--- config.mk ---
export PLATFORM = sky130hd
export DESIGN_NAME = json_string_unescaper_utf8_top_flat
export DESIGN_NICKNAME = d
export VERILOG_FILES = /design/src/jsu_pkg.sv /design/src/jsu_in_if.sv /design/src/jsu_out_if.sv /design/src/jsu_decode.sv /design/src/jsu_serialize.sv /design/src/json_string_unescaper_utf8_top.sv /design/src/flat_wrapper.sv
export SDC_FILE = /design/constraint.sdc
export NUM_CORES = 1
export LEC_CHECK = 0
export BUFFER_PORTS_ARGS = -buffer_cell sky130_fd_sc_hd__buf_2
export CAP_MARGIN = 20
export CORE_UTILIZATION = 30
export CTS_CLUSTER_DIAMETER = 40
export DETAILED_ROUTE_END_ITERATION = 7
export PLACE_DENSITY = 0.46
export SYNTH_ARGS = -nofsm -noshare
export SYNTH_HDL_FRONTEND = slang
export SYNTH_HIERARCHICAL = 1
export SYNTH_SLANG_ARGS = --single-unit
--- constraint.sdc ---
create_clock -name clk -period 9.6 [get_ports clk]
set_input_delay 2.88 -clock clk [delete_from_list [all_inputs] [get_ports clk]]
set_output_delay 2.88 -clock clk [all_outputs]
set_load 0.02 [all_outputs]
--- src/jsu_pkg.sv ---
package jsu_pkg;

    localparam int BYTE_W   = 8;
    localparam int STATUS_W = 4;
    localparam int MAX_OUT  = 4;
    localparam int CP_W     = 21;

    // status codes
    localparam logic [STATUS_W-1:0] ST_RUNNING     = 4'd0;
    localparam logic [STATUS_W-1:0] ST_COMPLETE    = 4'd1;
    localparam logic [STATUS_W-1:0] ST_NO_QUOTE    = 4'd2;
    localparam logic [STATUS_W-1:0] ST_END_BSLASH  = 4'd3;
    localparam logic [STATUS_W-1:0] ST_BAD_ESC     = 4'd4;
    localparam logic [STATUS_W-1:0] ST_BAD_HEX     = 4'd5;
    localparam logic [STATUS_W-1:0] ST_MISSING_LOW = 4'd6;
    localparam logic [STATUS_W-1:0] ST_BAD_LOW     = 4'd7;
    localparam logic [STATUS_W-1:0] ST_CONTROL     = 4'd8;
    localparam logic [STATUS_W-1:0] ST_UNTERM      = 4'd9;

    localparam logic [CP_W-1:0] CP_PLANE1 = 21'h10000;

    typedef struct packed {
        logic [MAX_OUT-1:0][BYTE_W-1:0] bytes;
        logic [2:0]                     nbytes;
    } utf8_t;

    // one decoded input byte worth of results
    typedef struct packed {
        logic [MAX_OUT-1:0][BYTE_W-1:0] bytes;
        logic [2:0]                     nbytes;
        logic [STATUS_W-1:0]            status;
    } grp_t;

    // {valid, value}
    function automatic logic [4:0] hex_value(input logic [BYTE_W-1:0] b);
        logic [4:0] r;
        r = 5'd0;
        if (b >= 8'h30 && b <= 8'h39)
            r = {1'b1, b[3:0]};
        else if ((b >= 8'h61 && b <= 8'h66) || (b >= 8'h41 && b <= 8'h46))
            r = {1'b1, b[3:0] + 4'd9};
        return r;
    endfunction

    function automatic utf8_t utf8_encode(input logic [CP_W-1:0] cp);
        utf8_t e;
        e.bytes = '0;
        if (cp < 21'h80) begin
            e.bytes[0] = cp[7:0];
            e.nbytes   = 3'd1;
        end
        else if (cp < 21'h800) begin
            e.bytes[0] = {3'b110, cp[10:6]};
            e.bytes[1] = {2'b10, cp[5:0]};
            e.nbytes   = 3'd2;
        end
        else if (cp < CP_PLANE1) begin
            e.bytes[0] = {4'b1110, cp[15:12]};
            e.bytes[1] = {2'b10, cp[11:6]};
            e.bytes[2] = {2'b10, cp[5:0]};
            e.nbytes   = 3'd3;
        end
        else begin
            e.bytes[0] = {5'b11110, cp[20:18]};
            e.bytes[1] = {2'b10, cp[17:12]};
            e.bytes[2] = {2'b10, cp[11:6]};
            e.bytes[3] = {2'b10, cp[5:0]};
            e.nbytes   = 3'd4;
        end
        return e;
    endfunction

endpackage

--- src/jsu_in_if.sv ---
interface jsu_in_if
    import jsu_pkg::*;
();
    logic              valid;
    logic              ready;
    logic [BYTE_W-1:0] in_byte;
    logic              text_ends;

    modport source (output valid, output in_byte, output text_ends, input ready);
    modport sink   (input valid, input in_byte, input text_ends, output ready);
endinterface

--- src/jsu_out_if.sv ---
interface jsu_out_if
    import jsu_pkg::*;
();
    logic                valid;
    logic                ready;
    logic [BYTE_W-1:0]   out_byte;
    logic                has_byte;
    logic [STATUS_W-1:0] status;
    logic                last_of_run;

    modport source (output valid, output out_byte, output has_byte, output status,
                    output last_of_run, input ready);
    modport sink   (input valid, input out_byte, input has_byte, input status,
                    input last_of_run, output ready);
endinterface

--- src/jsu_decode.sv ---
module jsu_decode
    import jsu_pkg::*;
(
    input  logic              clk,
    input  logic              rst_n,
    input  logic              accept,
    input  logic [BYTE_W-1:0] in_byte,
    input  logic              text_ends,
    output grp_t              grp
);

    localparam logic [2:0] PH_IDLE    = 3'd0;
    localparam logic [2:0] PH_STR     = 3'd1;
    localparam logic [2:0] PH_ESC     = 3'd2;
    localparam logic [2:0] PH_HEX1    = 3'd3;
    localparam logic [2:0] PH_WANT_BS = 3'd4;
    localparam logic [2:0] PH_WANT_U  = 3'd5;
    localparam logic [2:0] PH_HEX2    = 3'd6;

    localparam logic [BYTE_W-1:0] CH_QUOTE  = 8'h22;
    localparam logic [BYTE_W-1:0] CH_BSLASH = 8'h5C;
    localparam logic [BYTE_W-1:0] CH_SLASH  = 8'h2F;
    localparam logic [BYTE_W-1:0] CH_U      = 8'h75;

    logic [2:0]  phase_reg, phase_next, phase_eff;
    logic [15:0] acc_reg, acc_next;
    logic [1:0]  cnt_reg, cnt_next;
    logic [9:0]  hs_reg, hs_next;

    logic [4:0]      hv;
    logic [15:0]     acc_sh;
    logic [CP_W-1:0] cp_pair, cp_sel;
    utf8_t           enc;
    logic [8:0]      esc_map;
    logic [STATUS_W-1:0] st;

    always_comb
    begin
        phase_eff = (phase_reg > PH_HEX2) ? PH_IDLE : phase_reg;
        hv        = hex_value(in_byte);
        acc_sh    = {acc_reg[11:0], hv[3:0]};
        cp_pair   = CP_PLANE1 + {1'b0, hs_reg, acc_sh[9:0]};
        cp_sel    = (phase_eff == PH_HEX2) ? cp_pair : {5'd0, acc_sh};
        enc       = utf8_encode(cp_sel);

        // bit 8 set: not a simple escape
        case (in_byte)
            CH_QUOTE:  esc_map = 9'h022;
            CH_BSLASH: esc_map = 9'h05C;
            CH_SLASH:  esc_map = 9'h02F;
            8'h62:     esc_map = 9'h008;
            8'h66:     esc_map = 9'h00C;
            8'h6E:     esc_map = 9'h00A;
            8'h72:     esc_map = 9'h00D;
            8'h74:     esc_map = 9'h009;
            default:   esc_map = 9'h100;
        endcase
    end

    always_comb
    begin
        phase_next = phase_eff;
        acc_next   = acc_reg;
        cnt_next   = cnt_reg;
        hs_next    = hs_reg;
        st         = ST_RUNNING;
        grp.bytes  = '0;
        grp.nbytes = 3'd0;

        case (phase_eff)
            PH_STR:
            begin
                if (in_byte == CH_QUOTE)
                    st = ST_COMPLETE;
                else if (in_byte == CH_BSLASH)
                begin
                    phase_next = PH_ESC;
                    if (text_ends) st = ST_END_BSLASH;
                end
                else if (in_byte < 8'h20)
                    st = ST_CONTROL;
                else
                begin
                    grp.bytes[0] = in_byte;
                    grp.nbytes   = 3'd1;
                    if (text_ends) st = ST_UNTERM;
                end
            end
            PH_ESC:
            begin
                if (!esc_map[8])
                begin
                    grp.bytes[0] = esc_map[7:0];
                    grp.nbytes   = 3'd1;
                    phase_next   = PH_STR;
                    if (text_ends) st = ST_UNTERM;
                end
                else if (in_byte == CH_U)
                begin
                    phase_next = PH_HEX1;
                    acc_next   = 16'd0;
                    cnt_next   = 2'd0;
                    if (text_ends) st = ST_BAD_HEX;
                end
                else
                    st = ST_BAD_ESC;
            end
            PH_HEX1:
            begin
                if (!hv[4])
                    st = ST_BAD_HEX;
                else
                begin
                    acc_next = acc_sh;
                    if (cnt_reg == 2'd3)
                    begin
                        cnt_next = 2'd0;
                        if (acc_sh[15:10] == 6'b110110)
                        begin
                            hs_next    = acc_sh[9:0];
                            phase_next = PH_WANT_BS;
                            if (text_ends) st = ST_MISSING_LOW;
                        end
                        else
                        begin
                            grp.bytes  = enc.bytes;
                            grp.nbytes = enc.nbytes;
                            phase_next = PH_STR;
                            if (text_ends) st = ST_UNTERM;
                        end
                    end
                    else
                    begin
                        cnt_next = cnt_reg + 2'd1;
                        if (text_ends) st = ST_BAD_HEX;
                    end
                end
            end
            PH_WANT_BS:
            begin
                if (in_byte == CH_BSLASH)
                begin
                    phase_next = PH_WANT_U;
                    if (text_ends) st = ST_MISSING_LOW;
                end
                else
                    st = ST_MISSING_LOW;
            end
            PH_WANT_U:
            begin
                if (in_byte == CH_U)
                begin
                    phase_next = PH_HEX2;
                    acc_next   = 16'd0;
                    cnt_next   = 2'd0;
                    if (text_ends) st = ST_BAD_LOW;
                end
                else
                    st = ST_MISSING_LOW;
            end
            PH_HEX2:
            begin
                if (!hv[4])
                    st = ST_BAD_LOW;
                else
                begin
                    acc_next = acc_sh;
                    if (cnt_reg == 2'd3)
                    begin
                        cnt_next = 2'd0;
                        if (acc_sh[15:10] != 6'b110111)
                            st = ST_BAD_LOW;
                        else
                        begin
                            grp.bytes  = enc.bytes;
                            grp.nbytes = enc.nbytes;
                            phase_next = PH_STR;
                            if (text_ends) st = ST_UNTERM;
                        end
                    end
                    else
                    begin
                        cnt_next = cnt_reg + 2'd1;
                        if (text_ends) st = ST_BAD_LOW;
                    end
                end
            end
            default:
            begin
                if (in_byte == CH_QUOTE)
                begin
                    phase_next = PH_STR;
                    if (text_ends) st = ST_UNTERM;
                end
                else
                    st = ST_NO_QUOTE;
            end
        endcase

        // any final status drops back to idle
        if (st != ST_RUNNING)
        begin
            phase_next = PH_IDLE;
            acc_next   = 16'd0;
            cnt_next   = 2'd0;
            hs_next    = 10'd0;
        end
        grp.status = st;
    end

    always_ff @(posedge clk or negedge rst_n)
    begin
        if (!rst_n)
        begin
            phase_reg <= PH_IDLE;
            acc_reg   <= 16'd0;
            cnt_reg   <= 2'd0;
            hs_reg    <= 10'd0;
        end
        else if (accept)
        begin
            phase_reg <= phase_next;
            acc_reg   <= acc_next;
            cnt_reg   <= cnt_next;
            hs_reg    <= hs_next;
        end
    end

endmodule

--- src/jsu_serialize.sv ---
module jsu_serialize
    import jsu_pkg::*;
(
    input  logic       clk,
    input  logic       rst_n,
    input  logic       load,
    input  grp_t       grp,
    output logic       can_load,
    jsu_out_if.source  result
);

    grp_t       grp_reg;
    logic       full_reg;
    logic [1:0] idx_reg;
    logic [1:0] last_idx;
    logic       is_last;
    logic       has;

    always_comb
    begin
        has      = (grp_reg.nbytes != 3'd0);
        last_idx = has ? 2'(grp_reg.nbytes - 3'd1) : 2'd0;
        is_last  = (idx_reg == last_idx);
        can_load = !full_reg || (is_last && result.ready);

        result.valid       = full_reg;
        result.has_byte    = has;
        result.out_byte    = has ? grp_reg.bytes[idx_reg] : '0;
        result.status      = is_last ? grp_reg.status : ST_RUNNING;
        result.last_of_run = is_last;
    end

    always_ff @(posedge clk or negedge rst_n)
    begin
        if (!rst_n)
        begin
            full_reg <= 1'b0;
            idx_reg  <= 2'd0;
        end
        else if (load)
        begin
            full_reg <= 1'b1;
            idx_reg  <= 2'd0;
        end
        else if (full_reg && result.ready)
        begin
            if (is_last)
                full_reg <= 1'b0;
            else
                idx_reg <= idx_reg + 2'd1;
        end
    end

    always_ff @(posedge clk)
    begin
        if (load)
            grp_reg <= grp;
    end

endmodule

--- src/json_string_unescaper_utf8_top.sv ---
// JSON string unescaper: feed the raw text of one string literal, opening quote
// first, one byte per input beat; decoded UTF-8 leaves one byte per output beat,
// and the final beat for each input byte has last_of_run set and carries the
// status (nonzero means the string ended, and on an error code the bytes already
// emitted should be dropped). Input is taken every cycle while each byte yields
// at most one output beat and the output is ready; a byte that completes a \u
// escape yielding more than one UTF-8 byte stalls the input until the last of
// them is taken by the single-byte output channel. Results are registered and
// appear in the cycle after the input beat. Any nonzero status returns the
// block to idle, waiting for the next opening quote.
module json_string_unescaper_utf8_top
    import jsu_pkg::*;
(
    input  logic      clk,
    input  logic      rst_n,
    jsu_in_if.sink    text,
    jsu_out_if.source result
);

    grp_t grp;
    logic can_load;
    logic accept;

    assign text.ready = can_load;
    assign accept     = text.valid && can_load;

    jsu_decode u_decode (
        .clk       (clk),
        .rst_n     (rst_n),
        .accept    (accept),
        .in_byte   (text.in_byte),
        .text_ends (text.text_ends),
        .grp       (grp)
    );

    jsu_serialize u_serialize (
        .clk      (clk),
        .rst_n    (rst_n),
        .load     (accept),
        .grp      (grp),
        .can_load (can_load),
        .result   (result)
    );

endmodule
--- src/flat_wrapper.sv ---
// flat-port wrapper written by rule: the top's interface ports become plain ports
module json_string_unescaper_utf8_top_flat import jsu_pkg::*;
  (clk, rst_n, text_valid, text_in_byte, text_text_ends, text_ready, result_valid, result_out_byte, result_has_byte, result_status, result_last_of_run, result_ready);
  jsu_in_if text_i ();
  jsu_out_if result_i ();
  input  logic clk;
  input  logic rst_n;
  input wire logic [$bits(text_i.valid)-1:0] text_valid;
  input wire logic [$bits(text_i.in_byte)-1:0] text_in_byte;
  input wire logic [$bits(text_i.text_ends)-1:0] text_text_ends;
  output wire logic [$bits(text_i.ready)-1:0] text_ready;
  output wire logic [$bits(result_i.valid)-1:0] result_valid;
  output wire logic [$bits(result_i.out_byte)-1:0] result_out_byte;
  output wire logic [$bits(result_i.has_byte)-1:0] result_has_byte;
  output wire logic [$bits(result_i.status)-1:0] result_status;
  output wire logic [$bits(result_i.last_of_run)-1:0] result_last_of_run;
  input wire logic [$bits(result_i.ready)-1:0] result_ready;
  assign text_i.valid = text_valid;
  assign text_i.in_byte = text_in_byte;
  assign text_i.text_ends = text_text_ends;
  assign text_ready = text_i.ready;
  assign result_valid = result_i.valid;
  assign result_out_byte = result_i.out_byte;
  assign result_has_byte = result_i.has_byte;
  assign result_status = result_i.status;
  assign result_last_of_run = result_i.last_of_run;
  assign result_i.ready = result_ready;
  json_string_unescaper_utf8_top u_core (.clk(clk), .rst_n(rst_n), .text(text_i), .result(result_i));
endmodule
# Word-level counts from Yosys, hierarchy flattened
# Cells that the tools add are included.
[word_totals]
register_bits = 73
output_inout_bits = 16
wordCells = 161
[classes]
addsub = 5
magnitude_cmp = 12
eq_ne = 22
mux = 87
n_reduce_logical = 23
[op_table]
columns = ["operator", "count"]
rows = [
  ["35-bit 2-to-1 mux", 6],
  ["16-bit 2-to-1 mux", 5],
  ["9-bit case mux with 8 select lines", 1],
  ["4-bit 2-to-1 mux", 16],
  ["8-bit by 7-bit == test with 1-bit output, second input constant", 7],
  ["11-bit 2-to-1 mux", 5],
  ["27-bit 2-to-1 mux", 2],
  ["3-bit 2-to-1 mux", 18],
  ["10-bit 2-to-1 mux", 5],
  ["16-bit case mux with 3 select lines", 1],
  ["24-bit case mux with 2 select lines", 1],
  ["11-bit case mux with 4 select lines", 1],
  ["25-bit 2-to-1 mux", 1],
  ["24-bit 2-to-1 mux", 1],
  ["8-bit 2-to-1 mux", 3],
  ["4-bit case mux with 6 select lines", 1],
  ["17-bit by 20-bit adder with 21-bit output, first input constant", 1],
  ["21-bit by 12-bit < comparator with 1-bit output, second input constant", 1],
  ["21-bit by 17-bit < comparator with 1-bit output, second input constant", 1],
  ["21-bit by 8-bit < comparator with 1-bit output, second input constant", 1],
  ["21-bit 2-to-1 mux", 1],
  ["2-bit 2-to-1 mux", 10],
  ["19-bit 2-to-1 mux", 1],
  ["3-bit case mux with 6 select lines", 1],
  ["35 further kinds", 58],
]

# Longest topological paths before layout
[depth]
word_depth = 17
mapped_depth = 12
ltp_nobuf = 9

# Hierarchy
# Netlist, hierarchy kept.
[by_module_without_submodules]
columns = ["mod", "instances", "cells_each", "area_per_inst_um2", "seq_area_each_um2"]
rows = [
  ["jsu_decode", 1, 410, 3166.8, 675.6],
  ["jsu_serialize", 1, 92, 1729.2, 1246.2],
  ["json_string_unescaper_utf8_top", 1, 1, 6.3, 0.0],
]

# Least setup slack after synthesis
# OpenSTA, ideal clock, no wires.
[synth_path]
path_kind = "in2out"
start = "input port result_ready"
end = "output port text_ready"
t_arrival_ps = 3101
slack_ps = 3619
path_stages = 1
path_buffers = 0
path_cell_list = "a21bo_1"
[synth_via]
elab_chain_cells = 2
[synth_lines]
columns = ["item", "line_no", "source"]
rows = [
  ["start: declaration", "flat_wrapper.sv:17", "input wire logic [$bits(result_i.ready)-1:0] result_ready;"],
  ["1-bit logical AND", "jsu_serialize.sv:24", "can_load = !full_reg || (is_last && result.ready);"],
  ["1-bit logical OR", "jsu_serialize.sv:24", ""],
  ["end: declaration", "flat_wrapper.sv:11", "output wire logic [$bits(text_i.ready)-1:0] text_ready;"],
]
# Every way passes these cells.

# Worst setup path after layout
# Same ends and word-level chain as after synthesis.

==> summary.txt <==
Placement
  – Placed insts: ~720
  – Final HPWL from detailed placement: around 10000 um
  – RePlAce Congestion: approximately 0.91
  – IO Port Bufs: 28

Clocking
  – Maximum clock path buffer count: 2
  – TritonCTS Buffers: 9
  – Post_cts resized: 0
  – CTS tree: done
  – H-tree levels: 3
  – CTS root buf: clkbuf_16
  – Cts hold-fix bufs: 0
  – Clock Latency Late Sink: 340 ps
  – Clock transition at path regs: about 60 ps
  – # Post-CTS Setup Buffers: 0
  – Clk sinks: 69

Worst setup path
  – Worst Path Max Fanout: 3
  – Worst endpoint required time: ~6700 ps
  – Crit path kind: in -> out
  – Worst Path Arrival: 3310 ps
  – Crit end category: output port
  – Worst setup SP type: primary input

Yosys
  – Async set or reset register ratio after synthesis: 0.4348
  – Post-synth top cells: nor2_1, nand2_1, edfxtp_1
  – Post-synth EDFFs: 39
  – Synth unique cells: 86
  – Most instantiated library cell after synthesis: nor2_1
  – Most used DFF post-synth: edfxtp_1
  – Cell count after synthesis: 503
  – Top-area cell type share of the netlist area: 0.2389
  – Syn Std Cell Area: between 4000 and 5000 um^2
  – Seq/Total Area, Yosys: 0.3920
  – Synth warn: 6
  – Mean Syn Cell Area: 9.746 um^2
  – Area leader, netlist: edfxtp_1
  – Synth top area cells: edfxtp_1, dfrtp_1, mux4_2, nor2_1, nand2_1
  – Seq cells post-synth: 69

GRT
  – Vias in the first global route: about 3.9k
  – Initial antenna violation count: 0
  – Largest net degree at the start of global routing: 46
  – All-Layer GR Usage: 0.1803
  – First-pass GRT wire length: roughly 23000 um
  – Gr ovfl total: 0

Run
  – Max-Cap Viols: 0

Power and ir drop
  – Maximum vdd drop: ~0.090 mV
  – Part of the power in registers: 0.410
  – Leak: 1.914 nW
  – Clock power share: 0.341
  – Combinational Power Share: 0.249
  – Power per cell area: 175.7 nW/um^2
  – Sw frac: 0.3120
  – Net Sw Power: 0.2985 mW
  – Cell Int Power: between 0.6 and 0.7 mW

Floorplanning
  – CORE AREA: approximately 16000 um^2
  – Die X: roughly 130 um
  – Die area: between 15000 and 20000 um^2
  – Cell Rows: 46
  – Num ports: 29
  – Die H: 129.8 um
  – Initial Util: 0.3075

STA
  – Final min period: 6192 ps
  – Final setup vio count: 0
  – Part of the cycle the worst path needs: 0.6450
  – Slew @ Worst Pin: approximately 930 ps
  – Max Freq: around 160 MHz
  – Final Hold Fails: 0
  – Relative slew slack: 0.3744
  – Post-Route Setup TNS: 0 ps
  – RSZ-0062 raised after global routing: false
  – Final Skew: about 9 ps
  – Slew Viols, Final: 0

Final layout
  – Nets: 529
  – Area delta synth->final: 11.10%
  – Ant diodes: 0
  – Final std cells w/o fill: between 700 and 800
  – Max FFs per register: 39
  – Ratio of cells with drive above 1 in the final layout: 0.1689

Route
  – Vias: 4153
  – DRT antenna net count: 0
  – DRC viols: 0
  – Drt first-iter violations: 322
  – Avg WL per Cell: approximately 20 um
  – Total wire length: around 14000 um
  – Pre-antenna DRT Iters: 5
  – Via density: between 5 and 6

Worst hold path
  – Hold Path Class: reg -> reg

Run status
  – Status: finished, final reports clean
-- metrics by stage --
step	hold slack [ps]	area [um^2]	setup slack [ps]	util	power (mW)
6_report	516.7	5446	3408	0.3416	0.9568
5_1_grt	558.4	5446	3385	0.3416	1.013
4_1_cts	520.1	5446	3405	0.3416	0.9728
3_5_place_dp	507.5	5155	3328	0.3233	0.6427
3_3_place_gp	493.1	5155	3413	0.3233	0.6380
2_1_floorplan	470.5	4910	3619	-	0.5764
-- cells by family after synthesis --
| kind of cell | count (synthesis) | share of synthesized area |
|---|---|---|
| XOR/XNOR | 3 | 0.005361 |
| multiplexers | 19 | 0.06560 |
| flip-flops | 69 | 0.3920 |
| buffers and inverters | 71 | 0.06865 |
| AO/OA/AOI/OAI | 148 | 0.2415 |
| AND/OR/NAND/NOR | 186 | 0.2108 |
| adder cells (fa/ha/maj) | 6 | 0.01531 |
| other | 1 | 0.0007650 |
-- power by group through the flow --
stage | clock, mW | sequential [mW] | combinational, mW
floorplan | 0 | 0.384 | 0.193
global placement | 0 | 0.398 | 0.240
detailed placement | 0 | 0.400 | 0.242
CTS | 0.336 | 0.394 | 0.243
global route | 0.350 | 0.399 | 0.264
finish | 0.326 | 0.392 | 0.238
-- cell type report --
class | instances | area (um^2)
clock buffers | 9 | 225.2
flip-flops and latches | 69 | 1922
repair buffers | 33 | 177.7
well taps | 216 | 270.3
fillers | 1622 | 10500
inverters | 32 | 120.1
clock inverters | 7 | 66.31
multi-input cells | 365 | 2665
-- final timing paths --
path | from | end | slack (ps) | cells past startpoint
worst max-delay path | result_ready | text_ready | 3410 | 3
worst min-delay path | u_core/u_decode/hs_reg[3] | u_core/u_decode/hs_reg[3] | 520 | 2
worst max register to register | u_core/u_serialize/idx_reg[0] | u_core/u_decode/acc_reg[1] | 5510 | 9
worst min register to register | u_core/u_decode/hs_reg[3] | u_core/u_decode/hs_reg[3] | 520 | 2
max in group asynchronous | rst_n | u_core/u_decode/acc_reg[1] | 6520 | 1
min in group asynchronous | rst_n | u_core/u_decode/acc_reg[0] | 2610 | 1
-- routing by layer --
metal	vias up	global-route usage	routed length, um
met3	24	0.03608	858
met5	-	0	0
met4	0	0.07524	306
met2	137	0.2787	6756
met1	2046	0.2456	6395
li1	1946	-	-
-- worst max-delay path: stages --
cell	delay [ps]
buf_2	110
a21bo_1	170
buf_2	150
-- placed cells by master (no fill, tap or decap), types with 3 or more instances in the layout --
| master | n |
|---|---|
| o211ai_1 | 6 |
| clkinv_1 | 3 |
| nor2_1 | 41 |
| a211o_1 | 3 |
| a22oi_1 | 4 |
| nand3b_1 | 4 |
| and2_1 | 9 |
| o22ai_1 | 6 |
| nand2b_1 | 4 |
| nor4_1 | 5 |
| o32ai_2 | 5 |
| o32ai_1 | 9 |
| mux4_2 | 7 |
| a21oi_1 | 27 |
| nand2_1 | 40 |
| dfrtp_1 | 30 |
| conb_1 | 3 |
| and3_1 | 4 |
| o31ai_1 | 4 |
| mux2i_1 | 7 |
| or3_1 | 6 |
| nor2b_1 | 13 |
| a32oi_1 | 12 |
| nand4b_1 | 3 |
| clkbuf_16 | 9 |
| nor4b_1 | 11 |
| o21ai_0 | 21 |
| edfxtp_1 | 39 |
| or2_2 | 4 |
| ha_1 | 6 |
| nand4_1 | 3 |
| buf_2 | 28 |
| inv_1 | 31 |
| a31oi_1 | 8 |
| buf_4 | 5 |
| nand3_1 | 9 |
| nor3_1 | 14 |
| a211oi_1 | 4 |
| o2111ai_1 | 4 |
Note: power is estimated with default switching activity, not from simulation.
